**config.mk**
```make
export PLATFORM = sky130hd
export DESIGN_NAME = sensor_frame_receiver
export DESIGN_NICKNAME = d
export VERILOG_FILES = /design/src/sv/sfr_pkg.sv /design/src/sv/sfr_front.sv /design/src/sv/sfr_cmd_fifo.sv /design/src/sv/sfr_back.sv /design/src/sv/sensor_frame_receiver.sv
export SDC_FILE = /design/constraint.sdc
export NUM_CORES = 1
export LEC_CHECK = 0
export BUFFER_PORTS_ARGS = -buffer_cell sky130_fd_sc_hd__buf_2
export CAP_MARGIN = 20
export CORE_ASPECT_RATIO = 1.2
export CORE_MARGIN = 2
export CORE_UTILIZATION = 50
export CTS_BUF_LIST = sky130_fd_sc_hd__clkbuf_4
export DETAILED_ROUTE_END_ITERATION = 8
export PLACE_DENSITY = 0.62
export SLEW_MARGIN = 20
export SYNTH_ARGS = -nofsm -noshare
export SYNTH_HDL_FRONTEND = slang
export SYNTH_SLANG_ARGS = --single-unit
```
**constraint.sdc**
```tcl
create_clock -name clk_i -period 8.3 [get_ports clk_i]
set_clock_uncertainty 0.05 [all_clocks]
set_input_delay 1.66 -clock clk_i [delete_from_list [all_inputs] [get_ports clk_i]]
set_output_delay 1.66 -clock clk_i [all_outputs]
set_load 0.05 [all_outputs]
```
**src/sv/sfr_pkg.sv**
```systemverilog
// Shared constants, types and helpers of the sensor frame receiver.
// No dependencies; imported by every module of the block.
package sfr_pkg;

  localparam int HEADER_BYTES = 5;
  localparam int PAYLOAD_MAX  = 32;
  localparam int CFG_W        = 40;
  localparam int CFG_IDX_W    = 2;
  localparam int WIN_W        = (HEADER_BYTES * 8 < CFG_W) ? HEADER_BYTES * 8 : CFG_W;
  localparam int LEN_W        = 6;
  localparam int IDX_W        = $clog2(PAYLOAD_MAX);
  localparam int MEM_AW       = IDX_W + 1;
  localparam int MEM_DEPTH    = 2 * PAYLOAD_MAX;
  localparam int CNT_W        = 32;

  localparam logic [CFG_IDX_W-1:0] REG_HEADER = 2'd0;
  localparam logic [CFG_IDX_W-1:0] REG_LENGTH = 2'd1;

  // "*Data"
  localparam logic [CFG_W-1:0] HEADER_RESET = 40'h2A_4461_7461;
  localparam logic [LEN_W-1:0] LENGTH_RESET = 6'd8;

  localparam logic STATUS_OK  = 1'b0;
  localparam logic STATUS_ERR = 1'b1;

  // frame command handed from front end to back end
  typedef struct packed {
    logic             err;
    logic             bank;
    logic [LEN_W-1:0] len;
    logic [CNT_W-1:0] count;
  } sfr_cmd_t;

  // payload store write from the front end
  typedef struct packed {
    logic              valid;
    logic [MEM_AW-1:0] addr;
    logic [7:0]        data;
  } sfr_wr_t;

  // bank handed back once its replay has been read out
  typedef struct packed {
    logic valid;
    logic bank;
  } sfr_rel_t;

  // one result word
  typedef struct packed {
    logic             status;
    logic [7:0]       data;
    logic [IDX_W-1:0] index;
    logic             last;
    logic [CNT_W-1:0] count;
  } sfr_res_t;

  function automatic logic [LEN_W-1:0] eff_len(input logic [LEN_W-1:0] n);
    logic [LEN_W-1:0] r;
    r = n;
    if (n == '0) r = LEN_W'(1);
    if (n > LEN_W'(PAYLOAD_MAX)) r = LEN_W'(PAYLOAD_MAX);
    return r;
  endfunction

endpackage

```
**src/sv/sfr_front.sv**
```systemverilog
// Front end: config registers, header hunt, payload capture and checksum check.
// Depends on sfr_pkg. Writes the banked payload store, pushes frame commands.
module sfr_front (
  input  logic                            clk_i,
  input  logic                            rst_ni,
  input  logic                            push_i,
  output logic                            full_o,
  input  logic [7:0]                      rx_byte_i,
  input  logic                            cfg_we_i,
  input  logic [sfr_pkg::CFG_IDX_W-1:0]   cfg_idx_i,
  input  logic [sfr_pkg::CFG_W-1:0]       cfg_data_i,
  output sfr_pkg::sfr_wr_t                wr_o,
  output logic                            cmd_push_o,
  output sfr_pkg::sfr_cmd_t               cmd_o,
  input  logic                            cmdq_full_i,
  input  sfr_pkg::sfr_rel_t               rel_i
);
  import sfr_pkg::*;

  logic [CFG_W-1:0] hdr_q;
  logic [LEN_W-1:0] plen_q;
  logic [WIN_W-1:0] win_q, win_d;
  logic             coll_q, coll_d;
  logic [LEN_W-1:0] bc_q, bc_d;
  logic [7:0]       xor_q, xor_d;
  logic [CNT_W-1:0] fc_q, fc_d;
  logic             wr_bank_q, wr_bank_d;
  logic [1:0]       busy_q, busy_d;

  logic [LEN_W-1:0]   len;
  logic               is_data, is_sum, acc, good;
  logic [WIN_W+7:0]   shifted;

  assign len     = eff_len(plen_q);
  assign is_data = coll_q && (bc_q < len);
  assign is_sum  = coll_q && !is_data;
  assign full_o  = (is_data && busy_q[wr_bank_q]) || (is_sum && cmdq_full_i);
  assign acc     = push_i && !full_o;
  assign good    = (rx_byte_i == xor_q);
  assign shifted = {win_q, rx_byte_i};

  always_ff @(posedge clk_i or negedge rst_ni) begin
    if (!rst_ni) begin
      hdr_q  <= HEADER_RESET;
      plen_q <= LENGTH_RESET;
    end else if (cfg_we_i) begin
      case (cfg_idx_i)
        REG_HEADER: hdr_q  <= cfg_data_i;
        REG_LENGTH: plen_q <= cfg_data_i[LEN_W-1:0];
        default: ;
      endcase
    end
  end

  always_comb begin
    win_d      = win_q;
    coll_d     = coll_q;
    bc_d       = bc_q;
    xor_d      = xor_q;
    fc_d       = fc_q;
    wr_bank_d  = wr_bank_q;
    busy_d     = busy_q;
    wr_o.valid = 1'b0;
    wr_o.addr  = {wr_bank_q, bc_q[IDX_W-1:0]};
    wr_o.data  = rx_byte_i;
    cmd_push_o = 1'b0;
    cmd_o.err  = !good;
    cmd_o.bank = wr_bank_q;
    cmd_o.len  = len;
    cmd_o.count = good ? fc_q + CNT_W'(1) : fc_q;
    if (rel_i.valid) busy_d[rel_i.bank] = 1'b0;
    if (acc) begin
      if (!coll_q) begin
        win_d = shifted[WIN_W-1:0];
        if (win_d == hdr_q[WIN_W-1:0]) begin
          coll_d = 1'b1;
          bc_d   = '0;
          xor_d  = '0;
        end
      end else if (is_data) begin
        wr_o.valid = 1'b1;
        xor_d      = xor_q ^ rx_byte_i;
        bc_d       = bc_q + LEN_W'(1);
      end else begin
        // checksum word closes the frame
        coll_d     = 1'b0;
        win_d      = '0;
        bc_d       = '0;
        xor_d      = '0;
        cmd_push_o = 1'b1;
        if (good) begin
          fc_d              = fc_q + CNT_W'(1);
          busy_d[wr_bank_q] = 1'b1;
          wr_bank_d         = !wr_bank_q;
        end
      end
    end
  end

  always_ff @(posedge clk_i or negedge rst_ni) begin
    if (!rst_ni) begin
      win_q     <= '0;
      coll_q    <= 1'b0;
      bc_q      <= '0;
      xor_q     <= '0;
      fc_q      <= '0;
      wr_bank_q <= 1'b0;
      busy_q    <= '0;
    end else begin
      win_q     <= win_d;
      coll_q    <= coll_d;
      bc_q      <= bc_d;
      xor_q     <= xor_d;
      fc_q      <= fc_d;
      wr_bank_q <= wr_bank_d;
      busy_q    <= busy_d;
    end
  end

`ifndef ASSERT_OFF
  a_wr_free_bank: assert property (@(posedge clk_i) disable iff (!rst_ni)
    wr_o.valid |-> !busy_q[wr_bank_q])
    else $error("payload write into a bank still being replayed");
  a_push_room: assert property (@(posedge clk_i) disable iff (!rst_ni)
    cmd_push_o |-> !cmdq_full_i)
    else $error("frame command pushed into a full queue");
  a_rel_busy: assert property (@(posedge clk_i) disable iff (!rst_ni)
    rel_i.valid |-> busy_q[rel_i.bank])
    else $error("release of a bank that was not held");
`endif

endmodule

```
**src/sv/sfr_cmd_fifo.sv**
```systemverilog
// Two-entry queue of frame commands between front end and back end.
// Depends on sfr_pkg.
module sfr_cmd_fifo (
  input  logic               clk_i,
  input  logic               rst_ni,
  input  logic               push_i,
  input  sfr_pkg::sfr_cmd_t  cmd_i,
  output logic               full_o,
  input  logic               pop_i,
  output logic               empty_o,
  output sfr_pkg::sfr_cmd_t  cmd_o
);
  import sfr_pkg::*;

  sfr_cmd_t   slot_q [2];
  logic       wp_q, rp_q;
  logic [1:0] cnt_q;

  assign full_o  = (cnt_q == 2'd2);
  assign empty_o = (cnt_q == 2'd0);
  assign cmd_o   = slot_q[rp_q];

  always_ff @(posedge clk_i) begin
    if (push_i) slot_q[wp_q] <= cmd_i;
  end

  always_ff @(posedge clk_i or negedge rst_ni) begin
    if (!rst_ni) begin
      wp_q  <= 1'b0;
      rp_q  <= 1'b0;
      cnt_q <= '0;
    end else begin
      if (push_i) wp_q <= !wp_q;
      if (pop_i)  rp_q <= !rp_q;
      cnt_q <= cnt_q + {1'b0, push_i} - {1'b0, pop_i};
    end
  end

`ifndef ASSERT_OFF
  a_no_overflow: assert property (@(posedge clk_i) disable iff (!rst_ni)
    full_o && !pop_i |-> !push_i)
    else $error("command queue overflow");
  a_no_underflow: assert property (@(posedge clk_i) disable iff (!rst_ni)
    empty_o |-> !pop_i)
    else $error("command queue underflow");
  a_cnt_range: assert property (@(posedge clk_i) disable iff (!rst_ni)
    cnt_q != 2'd3)
    else $error("command queue count out of range");
`endif

endmodule

```
**src/sv/sfr_back.sv**
```systemverilog
// Back end: banked payload store, replay sequencer and two-word result queue.
// Depends on sfr_pkg. Takes frame commands, returns banks to the front end.
module sfr_back (
  input  logic                         clk_i,
  input  logic                         rst_ni,
  input  sfr_pkg::sfr_wr_t             wr_i,
  input  logic                         cmdq_empty_i,
  input  sfr_pkg::sfr_cmd_t            cmd_i,
  output logic                         cmd_pop_o,
  output sfr_pkg::sfr_rel_t            rel_o,
  output logic                         empty_o,
  input  logic                         pop_i,
  output sfr_pkg::sfr_res_t            res_o
);
  import sfr_pkg::*;

  logic [7:0]  mem [MEM_DEPTH];
  logic [7:0]  rdata_q;

  logic             active_q;
  sfr_cmd_t         cur_q;
  logic [IDX_W-1:0] idx_q;
  logic             infl_v_q;
  sfr_res_t         infl_q;

  sfr_res_t   oslot_q [2];
  logic       owp_q, orp_q;
  logic [1:0] ocnt_q;

  logic       out_pop, issue, last, out_push;
  logic [2:0] occ;
  sfr_res_t   push_res;

  assign out_pop   = pop_i && !empty_o;
  assign occ       = {1'b0, ocnt_q} + {2'b0, infl_v_q} - {2'b0, out_pop};
  assign issue     = active_q && (occ < 3'd2);
  assign last      = cur_q.err || (({1'b0, idx_q} + LEN_W'(1)) == cur_q.len);
  assign cmd_pop_o = !active_q && !cmdq_empty_i;
  assign rel_o.valid = issue && last && !cur_q.err;
  assign rel_o.bank  = cur_q.bank;

  // store: one write port from the front, one registered read port
  always_ff @(posedge clk_i) begin
    if (wr_i.valid) mem[wr_i.addr] <= wr_i.data;
    if (issue)      rdata_q <= mem[{cur_q.bank, idx_q}];
  end

  always_ff @(posedge clk_i) begin
    if (cmd_pop_o) cur_q <= cmd_i;
    if (issue) begin
      infl_q.status <= cur_q.err ? STATUS_ERR : STATUS_OK;
      infl_q.data   <= '0;
      infl_q.index  <= cur_q.err ? '0 : idx_q;
      infl_q.last   <= last;
      infl_q.count  <= cur_q.count;
    end
  end

  always_ff @(posedge clk_i or negedge rst_ni) begin
    if (!rst_ni) begin
      active_q <= 1'b0;
      idx_q    <= '0;
      infl_v_q <= 1'b0;
    end else begin
      infl_v_q <= issue;
      if (cmd_pop_o) begin
        active_q <= 1'b1;
        idx_q    <= '0;
      end else if (issue) begin
        if (last) active_q <= 1'b0;
        idx_q <= idx_q + IDX_W'(1);
      end
    end
  end

  always_comb begin
    push_res      = infl_q;
    push_res.data = (infl_q.status == STATUS_ERR) ? 8'd0 : rdata_q;
  end
  assign out_push = infl_v_q;

  assign empty_o = (ocnt_q == 2'd0);
  assign res_o   = oslot_q[orp_q];

  always_ff @(posedge clk_i) begin
    if (out_push) oslot_q[owp_q] <= push_res;
  end

  always_ff @(posedge clk_i or negedge rst_ni) begin
    if (!rst_ni) begin
      owp_q  <= 1'b0;
      orp_q  <= 1'b0;
      ocnt_q <= '0;
    end else begin
      if (out_push) owp_q <= !owp_q;
      if (out_pop)  orp_q <= !orp_q;
      ocnt_q <= ocnt_q + {1'b0, out_push} - {1'b0, out_pop};
    end
  end

`ifndef ASSERT_OFF
  a_out_room: assert property (@(posedge clk_i) disable iff (!rst_ni)
    infl_v_q |-> (ocnt_q < 2'd2) || out_pop)
    else $error("result queue overflow");
  a_issue_after_load: assert property (@(posedge clk_i) disable iff (!rst_ni)
    cmd_pop_o |=> !issue || idx_q == '0)
    else $error("replay did not start at index zero");
  a_err_single: assert property (@(posedge clk_i) disable iff (!rst_ni)
    issue && cur_q.err |=> !active_q)
    else $error("error command produced more than one word");
`endif

endmodule

```
**src/sv/sensor_frame_receiver.sv**
```systemverilog
// Top level of the sensor frame receiver: front end, command queue, back end.
// Depends on sfr_pkg, sfr_front, sfr_cmd_fifo, sfr_back.
//
// channel   direction  handshake            payload
// -------   ---------  -------------------  ---------------------------------------
// input     in         push / full          rx_byte_i
// result    out        empty / pop          status_o payload_byte_o payload_index_o
//                                           last_o good_frames_o
// config    in         cfg_we_i             cfg_idx_i cfg_data_i
//
// Input words are taken one per cycle; the front end holds full only while the
// payload bank it must write next is still being replayed, or at a checksum word
// while the two-entry command queue is full.
// Results leave at one word per cycle while pop is held, set by the single read port of
// the payload store; replay of a frame starts once its command leaves the queue.
// Reset is asynchronous, active low, and needs no clearing pass.
module sensor_frame_receiver (
  input  logic                            clk_i,
  input  logic                            rst_ni,
  input  logic                            push,
  output logic                            full,
  input  logic [7:0]                      rx_byte_i,
  output logic                            empty,
  input  logic                            pop,
  output logic                            status_o,
  output logic [7:0]                      payload_byte_o,
  output logic [sfr_pkg::IDX_W-1:0]       payload_index_o,
  output logic                            last_o,
  output logic [sfr_pkg::CNT_W-1:0]       good_frames_o,
  input  logic                            cfg_we_i,
  input  logic [sfr_pkg::CFG_IDX_W-1:0]   cfg_idx_i,
  input  logic [sfr_pkg::CFG_W-1:0]       cfg_data_i
);
  import sfr_pkg::*;

  sfr_wr_t  wr;
  sfr_rel_t rel;
  sfr_cmd_t cmd_in, cmd_head;
  sfr_res_t res;
  logic     cmd_push, cmd_pop, cmdq_full, cmdq_empty;

  // hunting, capture and checksum; payload goes into one of two banks
  sfr_front u_front (
    .clk_i       (clk_i),
    .rst_ni      (rst_ni),
    .push_i      (push),
    .full_o      (full),
    .rx_byte_i   (rx_byte_i),
    .cfg_we_i    (cfg_we_i),
    .cfg_idx_i   (cfg_idx_i),
    .cfg_data_i  (cfg_data_i),
    .wr_o        (wr),
    .cmd_push_o  (cmd_push),
    .cmd_o       (cmd_in),
    .cmdq_full_i (cmdq_full),
    .rel_i       (rel)
  );

  // one command per finished frame, good or bad
  sfr_cmd_fifo u_cmdq (
    .clk_i   (clk_i),
    .rst_ni  (rst_ni),
    .push_i  (cmd_push),
    .cmd_i   (cmd_in),
    .full_o  (cmdq_full),
    .pop_i   (cmd_pop),
    .empty_o (cmdq_empty),
    .cmd_o   (cmd_head)
  );

  // replays a bank as a run of words, or emits the single error word
  sfr_back u_back (
    .clk_i        (clk_i),
    .rst_ni       (rst_ni),
    .wr_i         (wr),
    .cmdq_empty_i (cmdq_empty),
    .cmd_i        (cmd_head),
    .cmd_pop_o    (cmd_pop),
    .rel_o        (rel),
    .empty_o      (empty),
    .pop_i        (pop),
    .res_o        (res)
  );

  assign status_o        = res.status;
  assign payload_byte_o  = res.data;
  assign payload_index_o = res.index;
  assign last_o          = res.last;
  assign good_frames_o   = res.count;

endmodule

```
* Word-level counts from Yosys, hierarchy flattened *
Memory sizes are Yosys's and may differ from the RTL's. A register that Yosys moved wholly into a read port is not among the register bits.
Index checks and enable logic that the tools add are counted.

storage, ports and cells
  memory bits (writable) = 686
  input port bits = 55
  logic and storage cells = 136
  memories = 3
  output and inout bits = 49
  register bits = 182

memory list
  memory          depth  width  rd ports  clocked after Yosys merged registers in  write ports  RTL line            RTL
  u_back.mem      64     8      1         1                                        1            sfr_back.sv:17      logic [7:0] mem [MEM_DEPTH];
  u_back.oslot_q  2      47     1         0                                        1            sfr_back.sv:26      sfr_res_t oslot_q [2];
  u_cmdq.slot_q   2      40     1         1                                        1            sfr_cmd_fifo.sv:15  sfr_cmd_t slot_q [2];

operators by class
  equality and inequality tests = 6
  reduce and logical (&&, ||, !) cells = 40
  bitwise logic cells = 5
  $lt $le $gt $ge = 7
  multiplexer cells = 43
  add/subtract/negate cells = 10

operators by type and width
  cell                                                                   number
  32-bit 2-to-1 mux                                                      3
  40-bit equality test                                                   1
  32-bit by 1-bit adder with 32-bit output (second input constant)       1
  8-bit 2-to-1 mux                                                       4
  6-bit 2-to-1 mux                                                       5
  1-bit 2-to-1 mux                                                       22
  1-bit logical AND                                                      12
  1-bit logical NOT                                                      12
  2-bit 2-to-1 mux                                                       5
  5-bit 2-to-1 mux                                                       2
  2-bit AND reduction                                                    5
  8-bit equality test                                                    1
  8-bit bitwise XOR                                                      1
  5-bit by 1-bit adder with 6-bit output (second input constant)         1
  6-bit by 1-bit adder with 6-bit output (second input constant)         1
  6-bit equality test                                                    1
  6-bit greater-than comparator (second input constant)                  1
  2-bit logical NOT                                                      3
  6-bit logical NOT                                                      1
  6-bit < comparator                                                     1
  2-bit nonzero test                                                     3
  5-bit by 1-bit adder with 5-bit output (second input constant)         1
  2-bit by 1-bit adder with 2-bit output                                 2
  1-bit by 2-bit < comparator with 1-bit output (second input constant)  2
  other kinds (16)                                                       20

* Longest topological paths before layout *
  depth after elaboration = 14
  mapped depth = 14
  mapped depth without buffers = 13

* Modules after synthesis *
Synthesis repeated with hierarchy kept, for this count alone.

unflattened totals
  cell total of the unflattened synthesis = 1953
  area, all modules = 36505.0 um^2

modules (own cells, without submodules)
  module        area an instance (um^2)  sequential area each (um^2)  cells an instance  instances
  sfr_back      26619.3                  21085.2                      1232               1
  sfr_front     6598.8                   3223.1                       581                1
  sfr_cmd_fifo  3286.9                   2502.4                       140                1

* Worst setup path before layout *
OpenSTA, ideal clock, no wires.

  path type = input to register
  start = input pop
  end = register u_back.idx_q[3]
  library setup time = 0.228 ns
  required time = 8.022 ns
  buffers on the path = 0
  arrival = 7.516 ns
  cell stages on the path = 10
  slack = 0.506 ns
  path through = nor2b_1 > ha_1 > inv_1 > ha_1 > fa_1 > xnor2_1 > nor3b_1 > nand4_1 > xor2_1 > nor2_1

between the ends
  word-level cells in the longest chain between the ends = 5

RTL lines
  what                                           RTL line                     RTL
  start: declaration                             sensor_frame_receiver.sv:24  input logic pop,
  1-bit logical AND                              sfr_back.sv:34               assign out_pop = pop_i && !empty_o;
  3-bit by 1-bit subtractor with 3-bit output    sfr_back.sv:35               assign occ = {1'b0, ocnt_q} + {2'b0, infl_v_q} - {2'b0, out_pop};
  3-bit by 2-bit < comparator with 1-bit output  sfr_back.sv:36               assign issue = active_q && (occ < 3'd2);
  1-bit logical AND                              sfr_back.sv:36
  via u_back.issue                               sfr_back.sv:30               logic out_pop, issue, last, out_push;
  2-bit nonzero test (no line)                   n/a
  end signal: assignment                         sfr_back.sv:71               idx_q <= idx_q + IDX_W'(1);
  end: declaration                               sfr_back.sv:22               logic [IDX_W-1:0] idx_q;

The timed path passes the listed nets, and every way through them passes these cells.
A chain may end at the register's enable or synchronous reset.

* Final worst setup path *
  start = register u_front.plen_q[5]
  end = output full

between the ends
  word-level cells in the longest chain between the ends = 9
  elaborated cells between the ends (all ways) = 11
  those cells by class = 2 x order compare; 2 x mux; 7 x reduce/logical

RTL lines
  what                                                                                   RTL line                     RTL
  start: declaration                                                                     sfr_front.sv:21              logic [LEN_W-1:0] plen_q;
  start signal: assignment                                                               sfr_front.sv:49              REG_LENGTH: plen_q <= cfg_data_i[LEN_W-1:0];
  parallel branches: the longest is 2 deep, another holds 6-bit greater-than comparator  n/a
  6-bit 2-to-1 mux *                                                                     sfr_pkg.sv:60                if (n > LEN_W'(PAYLOAD_MAX)) r = LEN_W'(PAYLOAD_MAX);
  6-bit < comparator *                                                                   sfr_front.sv:35              assign is_data = coll_q && (bc_q < len);
  1-bit logical AND *                                                                    sfr_front.sv:35
  1-bit logical NOT                                                                      sfr_front.sv:36              assign is_sum = coll_q && !is_data;
  1-bit logical AND                                                                      sfr_front.sv:36
  1-bit logical AND                                                                      sfr_front.sv:37              assign full_o = (is_data && busy_q[wr_bank_q]) || (is_sum && cmdq_full_i);
  1-bit logical OR *                                                                     sfr_front.sv:37
  end: declaration                                                                       sensor_frame_receiver.sv:21  output logic full,

Mark *: on every way between the ends.

==> key figures <==
Setup path
  – Crit Path Category: reg -> out
  – Crit path required time: 6.59 ns
  – Crit path DAT: 3.56 ns
  – Slowest cell on crit path: dfrtp_1
  – Critical Path, Cell by Cell: inv_1 > nand2_1 > ha_1 > a21o_1 > a221oi_2 > o21a_1 > mux2i_1 > nor2b_1 > buf_2
  – Worst setup EP type: output pin
  – R2R setup slack: 3.62 ns
  – Crit start category: register
  – Max stage delay on crit path: 0.43 ns
  – Max FO, Critical Path: 6

Detailed routing
  – WL final: 73500 um
  – Drt first-iter violations: 1328
  – DR WL/cell: 23.1 um
  – First-pass DRT Iterations: 5
  – Vias/cell: 5.52
  – Final ANT Viol Nets: 0
  – Via count: 17610
  – # DRC: 0

Logic synthesis
  – Synth Area in XOR/XNOR: 3.15%
  – Synth Cell Area: 35900 um^2
  – Register area share after synthesis: 74.7%
  – Syn_area_per_cell: 19.7 um^2
  – Post-synthesis simple-gate area fraction: 3.84%
  – Compound-cell area share of the yosys netlist: 1.65%
  – Mux cell area share after synthesis: 14.9%
  – Synth area leaders: edfxtp_1, mux4_2, dfrtp_1
  – Cell variety after synth: 49
  – Adder-cell area share of the yosys netlist: 0.474%
  – Post-synth top area cell: edfxtp_1
  – Yosys reg bits: 916
  – EDFF count, synth: 773
  – Synth top area share: 64.7%
  – Synth Warn #: 0
  – Syn nets: 1887
  – Async SR Flop Fraction: 15.6%
  – Synth Instances: 1819
  – Synth Flop Type: edfxtp_1
  – Main combinational cell family by area after synthesis: multiplexers

Floorplanning
  – Die Span Y: 297 um
  – Die W: 249 um
  – Die area: 73900 um^2
  – Site row count: 107
  – Core Box Area: 71000 um^2
  – IO Pins: 104
  – Initial Utilization: 50.6%

Power
  – Power per standard cell area: 308 nW/um^2
  – Peak VDD IR: 0.000377 V
  – Total power: 12.4 mW
  – Leak: 13.8 nW

CTS
  – Post-CTS resize count: 0
  – H-tree depth: 4
  – Cts bufs inserted: 213
  – Worst-Skew Late Latency: 1.04 ns
  – Clock transition at the registers of the reported paths: 0.07 ns
  – CTS Hold Buffers Added: 0
  – # Post-CTS Setup Buffers: 0
  – TritonCTS clock tree: built
  – Clk root buf: clkbuf_4
  – Maximum clock path buffer count: 3
  – Num Clock Sinks: 916

Global routing
  – Gr ovfl total: 0
  – Total track usage: 20.1%
  – First-pass GRT wire length: 111000 um
  – Number of global-route vias before repair: 18566
  – Initial antenna violation count: 7
  – Largest net degree at the start of global routing: 123

Place
  – Global placement routability congestion: 0.756
  – Final HPWL DP: 45200 um
  – Port Buffers: 103

Final layout
  – Commonest non-fill, non-tap cell in the layout: edfxtp_1
  – Nets@finish: 2145
  – P&R area growth vs syn: 12.2%
  – Most frequent cells in the layout: edfxtp_1, clkbuf_4, mux4_2
  – Layout cells sized above 1: 35.9%

Min path
  – Hold/Removal Path Class: reg -> reg

Timing
  – F_max: 190 MHz
  – Setup Total Neg Slack: 0 ns
  – Final hold vios: 0
  – Worst-Margin Slew: 1.01 ns
  – Setup violations, final: 0
  – Slew margin rel.: 32.4%
  – Slew Viols, Final: 0
  – Minimum clock period: 5.27 ns
  – Period utilisation layout: 63.5%
  – Unrepaired setup endpoints after global routing: false

Run status
  – Outcome: complete, no violations

Run
  – Max-cap violation count: 0
-- routing by layer --
layer	wire length (um)	global-route usage [%]	vias up
met2	37800	33.2	499
met5	0	0	-
met3	4230	5.50	110
met1	29600	25.3	9115
met4	1890	8.10	0
li1	-	-	7886
-- path summary, 6_finish.rpt --
kind	to	cells past startpoint	startpoint
min in group asynchronous	u_front.fc_q[24]	1	rst_ni
worst max register to register	u_back.mem[6][7]	9	u_front.plen_q[5]
worst min-delay path	u_back.infl_q[29]	0	u_back.cur_q[29]
worst min register to register	u_back.infl_q[29]	0	u_back.cur_q[29]
max in group asynchronous	u_front.win_q[2]	2	rst_ni
worst max-delay path	full	9	u_front.plen_q[5]
-- cell usage after synthesis (all sizes together), types with 3 or more instances --
master    n
a31oi     3
nor2b    19
inv      17
edfxtp  773
o21a     13
nand4    27
or3       5
xor2     48
nand4b    4
a21oi    16
nand2    40
nand3    16
and2      8
o211ai    3
clkbuf   47
ha       12
mux2    134
dfrtp   127
buf      38
dfstp    16
xnor2    81
mux2i     4
nor2    102
mux4    168
or2       3
and3     10
nor4     11
nor3     16
nor3b     3
nand3b    4
a22o     33
-- stage by stage --
step	hold WS (ns)	util [%]	std cells	setup WS (ns)	instance area, um^2
after floorplan	0.350	-	1819	0.506	35900
after global placement	0.351	52.7	2787	3.45	37400
after detailed placement	0.355	52.7	2787	3.33	37400
after CTS	0.332	56.7	3179	2.91	40200
after global routing	0.352	56.7	3186	2.82	40300
final	0.351	56.7	3188	3.03	40300
-- cell type report --
class                   instances  area (um^2)
diodes                          8         20.0
clock buffers                 327         2450
clock inverters                65          352
fillers                      5583        30700
inverters                      17         63.8
multi-input cells             801         8640
flip-flops and latches        916        26800
well taps                     926         1160
repair buffers                128          746
-- worst max-delay path: cells and delay by family, from the launching register on --
kind	cells	cell delay, ns
AO/OA/AOI/OAI	3	0.81
AND/OR/NAND/NOR	2	0.38
buffers and inverters	2	0.47
multiplexers	1	0.13
adder cells (fa/ha/maj)	1	0.32
flip-flops	1	0.43
-- where the power goes --
part / switching (mW) / internal, mW / total (mW)
logic: 1.51 / 1.18 / 2.69
clock network: 1.70 / 1.89 / 3.59
registers: 0.429 / 5.68 / 6.11
-- kinds of logic after synthesis --
family          Yosys count
compound gates           78
xor+xnor                129
fa+ha+maj                13
buf+inv                 102
flops                   916
mux                     306
simple gates            275
-- registers in the layout, indices dropped and copies added, names as in the netlist, 8 cells and up --
register / count
u_front.hdr_q: 40
u_back.mem: 512
u_front.fc_q: 32
u_front.xor_q: 8
u_front.win_q: 32
u_back.rdata_q: 8
u_back.oslot_q: 94
u_back.cur_q: 39
u_back.infl_q: 39
u_cmdq.slot_q: 80
(Power assumes the default switching activity.)
